## config.mk

```make
export PLATFORM = sky130hd
export DESIGN_NAME = byte_level_pretokenizer_unit
export DESIGN_NICKNAME = d
export VERILOG_FILES = /design/src/rtl/core/blpt_pkg.sv /design/src/rtl/core/blpt_classify.sv /design/src/rtl/core/blpt_result_fifo.sv /design/src/rtl/core/byte_level_pretokenizer_unit.sv
export SDC_FILE = /design/constraint.sdc
export NUM_CORES = 1
export LEC_CHECK = 0
export BUFFER_PORTS_ARGS = -buffer_cell sky130_fd_sc_hd__clkbuf_2
export CORE_MARGIN = 1.5
export CORE_UTILIZATION = 66
export DETAILED_ROUTE_END_ITERATION = 7
export PLACE_DENSITY_LB_ADDON = 0.15
export SETUP_SLACK_MARGIN = 0.3
export SLEW_MARGIN = 25
export SYNTH_ARGS = -nofsm -noshare
export SYNTH_HDL_FRONTEND = slang
export SYNTH_HIERARCHICAL = 1
export SYNTH_SLANG_ARGS = --single-unit
```

## constraint.sdc

```tcl
create_clock -name clk_i -period 5.7 [get_ports clk_i]
set_input_delay 0 -clock clk_i [delete_from_list [all_inputs] [get_ports clk_i]]
set_output_delay 0 -clock clk_i [all_outputs]
set_load 0.01 [all_outputs]
```

## src/rtl/core/blpt_pkg.sv

```systemverilog
// Shared types, constants and the byte-to-symbol map of the byte-level pretokenizer.
package blpt_pkg;

  localparam int unsigned OUT_DEPTH = 4;

  localparam logic [7:0] CH_TAB     = 8'h09;
  localparam logic [7:0] CH_LF      = 8'h0A;
  localparam logic [7:0] CH_CR      = 8'h0D;
  localparam logic [7:0] CH_SPACE   = 8'h20;
  localparam logic [7:0] CH_ZERO    = 8'h30;
  localparam logic [7:0] CH_NINE    = 8'h39;
  localparam logic [7:0] CH_UP_A    = 8'h41;
  localparam logic [7:0] CH_UP_Z    = 8'h5A;
  localparam logic [7:0] CH_LO_A    = 8'h61;
  localparam logic [7:0] CH_LO_Z    = 8'h7A;
  localparam logic [7:0] CASE_BIT   = 8'h20;

  localparam logic [7:0] LOW_LAST   = 8'd32;
  localparam logic [7:0] MID_FIRST  = 8'd127;
  localparam logic [7:0] MID_LAST   = 8'd160;
  localparam logic [7:0] SOFT_HYPH  = 8'd173;
  localparam logic [8:0] LOW_BASE   = 9'd256;
  localparam logic [8:0] MID_OFFSET = 9'd162;
  localparam logic [8:0] HYPH_SYM   = 9'd323;

  typedef struct packed {
    logic [8:0] symbol;
    logic       word_end;
    logic       text_end;
    logic       run_last;
  } result_t;

  typedef struct packed {
    logic    valid;
    result_t res;
  } slot_t;

  typedef struct packed {
    logic       valid;
    logic [8:0] symbol;
    logic       is_alnum;
  } held_t;

  typedef struct packed {
    logic room_two;
    logic empty;
    logic full;
  } fifo_stat_t;

  function automatic logic [8:0] map_symbol(input logic [7:0] b);
    logic [8:0] sym;
    sym = {1'b0, b};
    if (b <= LOW_LAST) begin
      sym = LOW_BASE + {1'b0, b};
    end else if (b >= MID_FIRST && b <= MID_LAST) begin
      sym = {1'b0, b} + MID_OFFSET;
    end else if (b == SOFT_HYPH) begin
      sym = HYPH_SYM;
    end
    return sym;
  endfunction

endpackage

```

## src/rtl/core/blpt_classify.sv

```systemverilog
// Byte classification, symbol mapping and result forming for one registered item.
module blpt_classify
  import blpt_pkg::*;
(
  input  logic [7:0] byte_i,
  input  logic       eot_i,
  input  held_t      held_i,
  output slot_t      first_o,
  output slot_t      second_o,
  output held_t      held_o
);

  logic [7:0] low_byte;
  logic       is_ws;
  logic       is_alnum;
  logic [8:0] sym;

  always_comb begin
    low_byte = byte_i;
    if (byte_i >= CH_UP_A && byte_i <= CH_UP_Z) begin
      low_byte = byte_i | CASE_BIT;
    end
  end

  assign is_ws    = (low_byte == CH_SPACE) || (low_byte == CH_TAB) ||
                    (low_byte == CH_LF) || (low_byte == CH_CR);
  assign is_alnum = (low_byte >= CH_LO_A && low_byte <= CH_LO_Z) ||
                    (low_byte >= CH_ZERO && low_byte <= CH_NINE);
  assign sym      = map_symbol(low_byte);

  always_comb begin
    first_o  = '0;
    second_o = '0;
    held_o   = held_i;
    if (is_ws) begin
      first_o.valid        = held_i.valid;
      first_o.res.symbol   = held_i.symbol;
      first_o.res.word_end = 1'b1;
      first_o.res.text_end = eot_i;
      first_o.res.run_last = 1'b1;
      held_o.valid         = 1'b0;
    end else begin
      first_o.valid        = held_i.valid;
      first_o.res.symbol   = held_i.symbol;
      first_o.res.word_end = held_i.is_alnum != is_alnum;
      first_o.res.text_end = 1'b0;
      first_o.res.run_last = !eot_i;
      second_o.valid        = eot_i;
      second_o.res.symbol   = sym;
      second_o.res.word_end = 1'b1;
      second_o.res.text_end = 1'b1;
      second_o.res.run_last = 1'b1;
      held_o.valid    = !eot_i;
      held_o.symbol   = sym;
      held_o.is_alnum = is_alnum;
    end
  end

endmodule

```

## src/rtl/core/blpt_result_fifo.sv

```systemverilog
// Result queue: takes up to two results per cycle, hands out one per cycle while pop_i is set.
module blpt_result_fifo
  import blpt_pkg::*;
#(
  parameter int unsigned Depth = OUT_DEPTH
) (
  input  logic       clk_i,
  input  logic       rst_ni,
  input  slot_t      first_i,
  input  slot_t      second_i,
  input  logic       pop_i,
  output result_t    head_o,
  output fifo_stat_t stat_o
);

  localparam int unsigned PtrW = (Depth > 1) ? $clog2(Depth) : 1;
  localparam int unsigned CntW = $clog2(Depth + 1);

  result_t        mem_q [Depth];
  logic [PtrW-1:0] wr_ptr_q, wr_ptr_d, wr_ptr1, wr_ptr2;
  logic [PtrW-1:0] rd_ptr_q, rd_ptr_d;
  logic [CntW-1:0] count_q, count_d;
  logic [1:0]      push_n;
  result_t         w0;

  assign push_n  = {1'b0, first_i.valid} + {1'b0, second_i.valid};
  assign w0      = first_i.valid ? first_i.res : second_i.res;
  assign wr_ptr1 = (wr_ptr_q == PtrW'(Depth - 1)) ? '0 : wr_ptr_q + 1'b1;
  assign wr_ptr2 = (wr_ptr1 == PtrW'(Depth - 1)) ? '0 : wr_ptr1 + 1'b1;

  always_comb begin
    unique case (push_n)
      2'd1:    wr_ptr_d = wr_ptr1;
      2'd2:    wr_ptr_d = wr_ptr2;
      default: wr_ptr_d = wr_ptr_q;
    endcase
  end

  assign rd_ptr_d = !pop_i ? rd_ptr_q :
                    (rd_ptr_q == PtrW'(Depth - 1)) ? '0 : rd_ptr_q + 1'b1;
  assign count_d  = count_q + CntW'(push_n) - CntW'(pop_i);

  always_ff @(posedge clk_i or negedge rst_ni) begin
    if (!rst_ni) begin
      wr_ptr_q <= '0;
      rd_ptr_q <= '0;
      count_q  <= '0;
    end else begin
      wr_ptr_q <= wr_ptr_d;
      rd_ptr_q <= rd_ptr_d;
      count_q  <= count_d;
    end
  end

  always_ff @(posedge clk_i) begin
    if (push_n != 2'd0) begin
      mem_q[wr_ptr_q] <= w0;
    end
    if (push_n == 2'd2) begin
      mem_q[wr_ptr1] <= second_i.res;
    end
  end

  assign head_o          = mem_q[rd_ptr_q];
  assign stat_o.room_two = count_q <= CntW'(Depth - 2);
  assign stat_o.empty    = count_q == '0;
  assign stat_o.full     = count_q == CntW'(Depth);

endmodule

```

## src/rtl/core/byte_level_pretokenizer_unit.sv

```systemverilog
// Top level of the byte-level pretokenizer: input register, held byte, result queue.
//
//   channel  | handshake                  | payload
//   ---------+----------------------------+------------------------------------------
//   input    | in_valid_i / in_stall_o    | in_byte_i, end_of_text_i
//   output   | out_valid_o / out_stall_i  | symbol_o, word_end_o, text_end_o, run_last_o
//
// One byte per cycle is taken while in_stall_o is low; a byte's results are written
// into the queue when it leaves the input register and leave from the queue head.
// The queue drains one result per cycle while out_stall_i is low, so a byte that
// yields two results hands them out one after the other. The input register holds
// while the queue has room for fewer than two results. Reset empties the queue and drops the held byte.
module byte_level_pretokenizer_unit
  import blpt_pkg::*;
#(
  parameter int unsigned OutDepth = OUT_DEPTH
) (
  input  logic       clk_i,
  input  logic       rst_ni,
  input  logic       in_valid_i,
  output logic       in_stall_o,
  input  logic [7:0] in_byte_i,
  input  logic       end_of_text_i,
  output logic       out_valid_o,
  input  logic       out_stall_i,
  output logic [8:0] symbol_o,
  output logic       word_end_o,
  output logic       text_end_o,
  output logic       run_last_o
);

  logic       stg_valid_q, stg_valid_d;
  logic [7:0] byte_q;
  logic       eot_q;
  held_t      held_q, held_d;
  held_t      held_d_raw;
  slot_t      first, second, push_a, push_b;
  result_t    head;
  fifo_stat_t stat;
  logic       fire, accept, pop;

  assign fire        = stg_valid_q && stat.room_two;
  assign in_stall_o  = stg_valid_q && !fire;
  assign accept      = in_valid_i && !in_stall_o;
  assign stg_valid_d = accept ? 1'b1 : (fire ? 1'b0 : stg_valid_q);

  always_ff @(posedge clk_i or negedge rst_ni) begin
    if (!rst_ni) begin
      stg_valid_q <= 1'b0;
      held_q      <= '0;
    end else begin
      stg_valid_q <= stg_valid_d;
      held_q      <= held_d;
    end
  end

  always_ff @(posedge clk_i) begin
    if (accept) begin
      byte_q <= in_byte_i;
      eot_q  <= end_of_text_i;
    end
  end

  blpt_classify u_classify (
    .byte_i   (byte_q),
    .eot_i    (eot_q),
    .held_i   (held_q),
    .first_o  (first),
    .second_o (second),
    .held_o   (held_d_raw)
  );

  assign held_d = fire ? held_d_raw : held_q;

  always_comb begin
    push_a       = first;
    push_b       = second;
    push_a.valid = fire && first.valid;
    push_b.valid = fire && second.valid;
  end

  blpt_result_fifo #(
    .Depth (OutDepth)
  ) u_result_fifo (
    .clk_i    (clk_i),
    .rst_ni   (rst_ni),
    .first_i  (push_a),
    .second_i (push_b),
    .pop_i    (pop),
    .head_o   (head),
    .stat_o   (stat)
  );

  assign out_valid_o = !stat.empty;
  assign pop         = out_valid_o && !out_stall_i;
  assign symbol_o    = head.symbol;
  assign word_end_o  = head.word_end;
  assign text_end_o  = head.text_end;
  assign run_last_o  = head.run_last;

`ifndef SYNTHESIS
  a_text_end_ends_word: assert property (@(posedge clk_i) disable iff (!rst_ni)
    out_valid_o |-> (!text_end_o || word_end_o))
    else $error("text_end without word_end");

  a_eot_clears_held: assert property (@(posedge clk_i) disable iff (!rst_ni)
    (fire && eot_q) |=> !held_q.valid)
    else $error("held byte survives end of text");

  a_run_last_on_final: assert property (@(posedge clk_i) disable iff (!rst_ni)
    (fire && first.valid && second.valid) |->
      (!first.res.run_last && second.res.run_last))
    else $error("run_last misplaced on a two-result item");

  a_no_push_when_full: assert property (@(posedge clk_i) disable iff (!rst_ni)
    stat.full |-> !fire)
    else $error("push into a full result queue");
`endif

endmodule
```

==> results by group <==
Layout
  – Design Area, Final: 4880 µm²
  – Layout cells sized above 1: 0.403
  – ANT cells: 0
  – Final nets: between 300 and 400
  – Layout area overhead: 6.87%

Synthesis
  – Syn nets: 353
  – Synth warn: 6
  – Mapped Cells: 321
  – Post-synthesis instance area: roughly 4600 µm²
  – Mean post-synth cell area: 14.2 µm²

Clocking
  – # clock sinks: 76
  – Post-CTS resize count: 0
  – CTS tree: done
  – CTS Buffer Depth: 2
  – CTS buffer count: 9
  – Root buffer cell: clkbuf_8
  – Post CTS Setup Buffer Count: 0
  – Clock latency on the worst-skew pair: about 340 ps
  – Clock transition at the registers of the reported paths: around 80 ps
  – CTS H-tree lvls: 3
  – Post-cts hold buffer count: 11

Timing
  – RSZ-0062 raised after global routing: false
  – Crit share post-route: 0.696
  – # setup viols final: 0
  – Final min period: 3970 ps
  – Worst hold slack: between 70 and 80 ps
  – Max Transition Viols Final: 0
  – Setup_tns: 0 ps
  – Fin Clk Skew: 7.19 ps
  – Fmax: 0.252 GHz
  – Slew HR: 0.424
  – Hold Vio Cnt, Final: 0
  – Worst slew pin tran: 864 ps

Power and ir drop
  – Sequential Power Share: 0.399
  – Leakage: 1.96 nW
  – PwrDens: between 500 and 600 nW/µm²
  – Peak VDD IR: 385 µV
  – Switching power: between 0.9 and 1 mW
  – Logic pwr share: 0.454
  – Net Sw Frac: 0.356
  – Total Power: 2.54 mW
  – P_int: ~1.6 mW
  – Clock network power share: 0.147

Floorplan
  – Die ar.: approximately 7400 µm²
  – Starting Density: 0.676
  – Core area: 6760 µm²
  – Die Y: ~86 µm
  – IO Pins: 27
  – FP Rows: 30
  – Die Wd: around 86 µm

Global route
  – Antenna violations before repair: 0
  – Number of global-route vias before repair: approximately 2,700
  – Largest net degree at the start of global routing: 21
  – Grt ovf: 0
  – First-pass GRT wire length: around 14 mm
  – Global Route Usage Sum: 0.242

Route
  – Vias: 2,593
  – WL final: 8.05 mm
  – Wire per inst: about 19 µm
  – Post-route DRC violation count: 0
  – Antenna viol nets, final: 0
  – Via density: 6.03
  – DRT iter0 DRCs: 188
  – Detailed Routing Iterations Pass 1: 5

Placement
  – PortBufs: 26
  – HPWL after DPL: 5.42 mm
  – Placer congestion estimate: 0.863
  – Area post-placement: 4600 µm²

Setup path
  – CP max-delay cell: a21oi_2
  – Delay-heaviest family, CP: simple AND/OR/NAND/NOR gates
  – Critical path class: reg -> reg
  – WP buf/inv: 2
  – CP required: 5790 ps
  – Setup crit end kind: flop
  – CP cell instances: or3_4, nor4b_2, a22o_1, buf_4, inv_2, and2_1, and3_2, ha_1, a21oi_2, mux2_2
  – Startpoint types: flop
  – Endpoint arrival time on the critical path: between 4000 and 5000 ps
  – Crit-path max FO: 20
  – Max incr delay on CP: between 600 and 700 ps

Job
  – MaxCap Viol Count: 0

Status
  – Status: finished clean

Min path
  – Hold Crit Class: in -> reg
-- final timing paths --
check / start / to / slack, ps / depth (start not counted)
max: byte_q[3] / u_result_fifo/mem_q[1][5] / 1730 / 10
min: out_stall_i / u_result_fifo/rd_ptr_q[1] / 70 / 3
max reg2reg: byte_q[3] / u_result_fifo/mem_q[1][5] / 1730 / 10
min reg2reg: u_result_fifo/count_q[2] / u_result_fifo/count_q[2] / 500 / 1
max in group asynchronous: rst_ni / held_q[8] / 5170 / 2
min in group asynchronous: rst_ni / u_result_fifo/count_q[0] / 170 / 2
-- per-layer routing --
| layer | global-route usage | routed length (µm) | vias up |
|---|---|---|---|
| li1 | - | - | 1229 |
| met1 | 0.321 | 3580 | 1256 |
| met2 | 0.407 | 3980 | 86 |
| met3 | 0.0362 | 260 | 22 |
| met4 | 0.0938 | 236 | 0 |
| met5 | 0 | 0 | - |
-- final cells by class --
cell class | count | area, µm²
Inverter | 23 | 86.3
Tap cell | 80 | 100
Multi-Input combinational cell | 193 | 2060
Clock inverter | 6 | 38.8
Timing Repair Buffer | 42 | 278
Clock buffer | 10 | 138
Sequential cell | 76 | 2190
Fill cell | 448 | 1870
-- cell usage in the layout, fill, tap and decap left out, types with 2 or more instances in the layout --
| cell type | n |
|---|---|
| buf_4 | 5 |
| edfxtp_1 | 57 |
| ha_1 | 18 |
| a211oi_1 | 3 |
| mux4_2 | 12 |
| mux2_2 | 20 |
| nor3_1 | 7 |
| xnor2_1 | 2 |
| or3_1 | 2 |
| a21oi_1 | 6 |
| dlygate4sd3_1 | 11 |
| or4_1 | 3 |
| and3_2 | 2 |
| inv_2 | 2 |
| clkbuf_8 | 10 |
| nor2_1 | 6 |
| nor4_1 | 3 |
| nand2_1 | 10 |
| clkinv_2 | 2 |
| o21ai_0 | 10 |
| mux2_4 | 40 |
| mux2i_1 | 2 |
| clkbuf_2 | 26 |
| a21o_1 | 8 |
| dfrtp_1 | 19 |
| nand3_1 | 3 |
| a21oi_4 | 4 |
| nand2b_1 | 2 |
| and2_1 | 3 |
| inv_1 | 21 |
| a21oi_2 | 3 |
-- power by group through the flow --
stage / Combinational, mW / Clock (mW) / Sequential, mW
2_1_floorplan: 1.08 / 0 / 0.913
3_3_place_gp: 1.12 / 0 / 1.01
3_5_place_dp: 1.15 / 0 / 1.03
4_1_cts: 1.16 / 0.376 / 1.02
5_1_grt: 1.27 / 0.402 / 1.04
6_report: 1.15 / 0.373 / 1.01
-- worst reg2reg max path, stage by stage, from the launching register on --
cell      delay [ps]
edfxtp_1         530
or3_4            470
nor4b_2          300
a22o_1           180
buf_4            260
inv_2            160
and2_1           190
and3_2           180
ha_1             370
a21oi_2          680
mux2_2           420
-- state kept, by name, summed over array words and instances, names as in the netlist --
| name | flops |
|---|---|
| u_result_fifo/wr_ptr_q | 2 |
| eot_q | 1 |
| byte_q | 8 |
| stg_valid_q | 1 |
| u_result_fifo/mem_q | 48 |
| u_result_fifo/count_q | 3 |
| held_q | 11 |
| u_result_fifo/rd_ptr_q | 2 |
-- per-stage QoR --
step           utilization  worst slack [ps]  std cells
2_1_floorplan            -              2280        321
3_3_place_gp         0.680              1910        403
3_5_place_dp         0.680              1800        403
4_1_cts              0.723              1790        430
5_1_grt              0.723              1580        430
6_report             0.723              1730        430
Power figures use the tool's default switching activity.
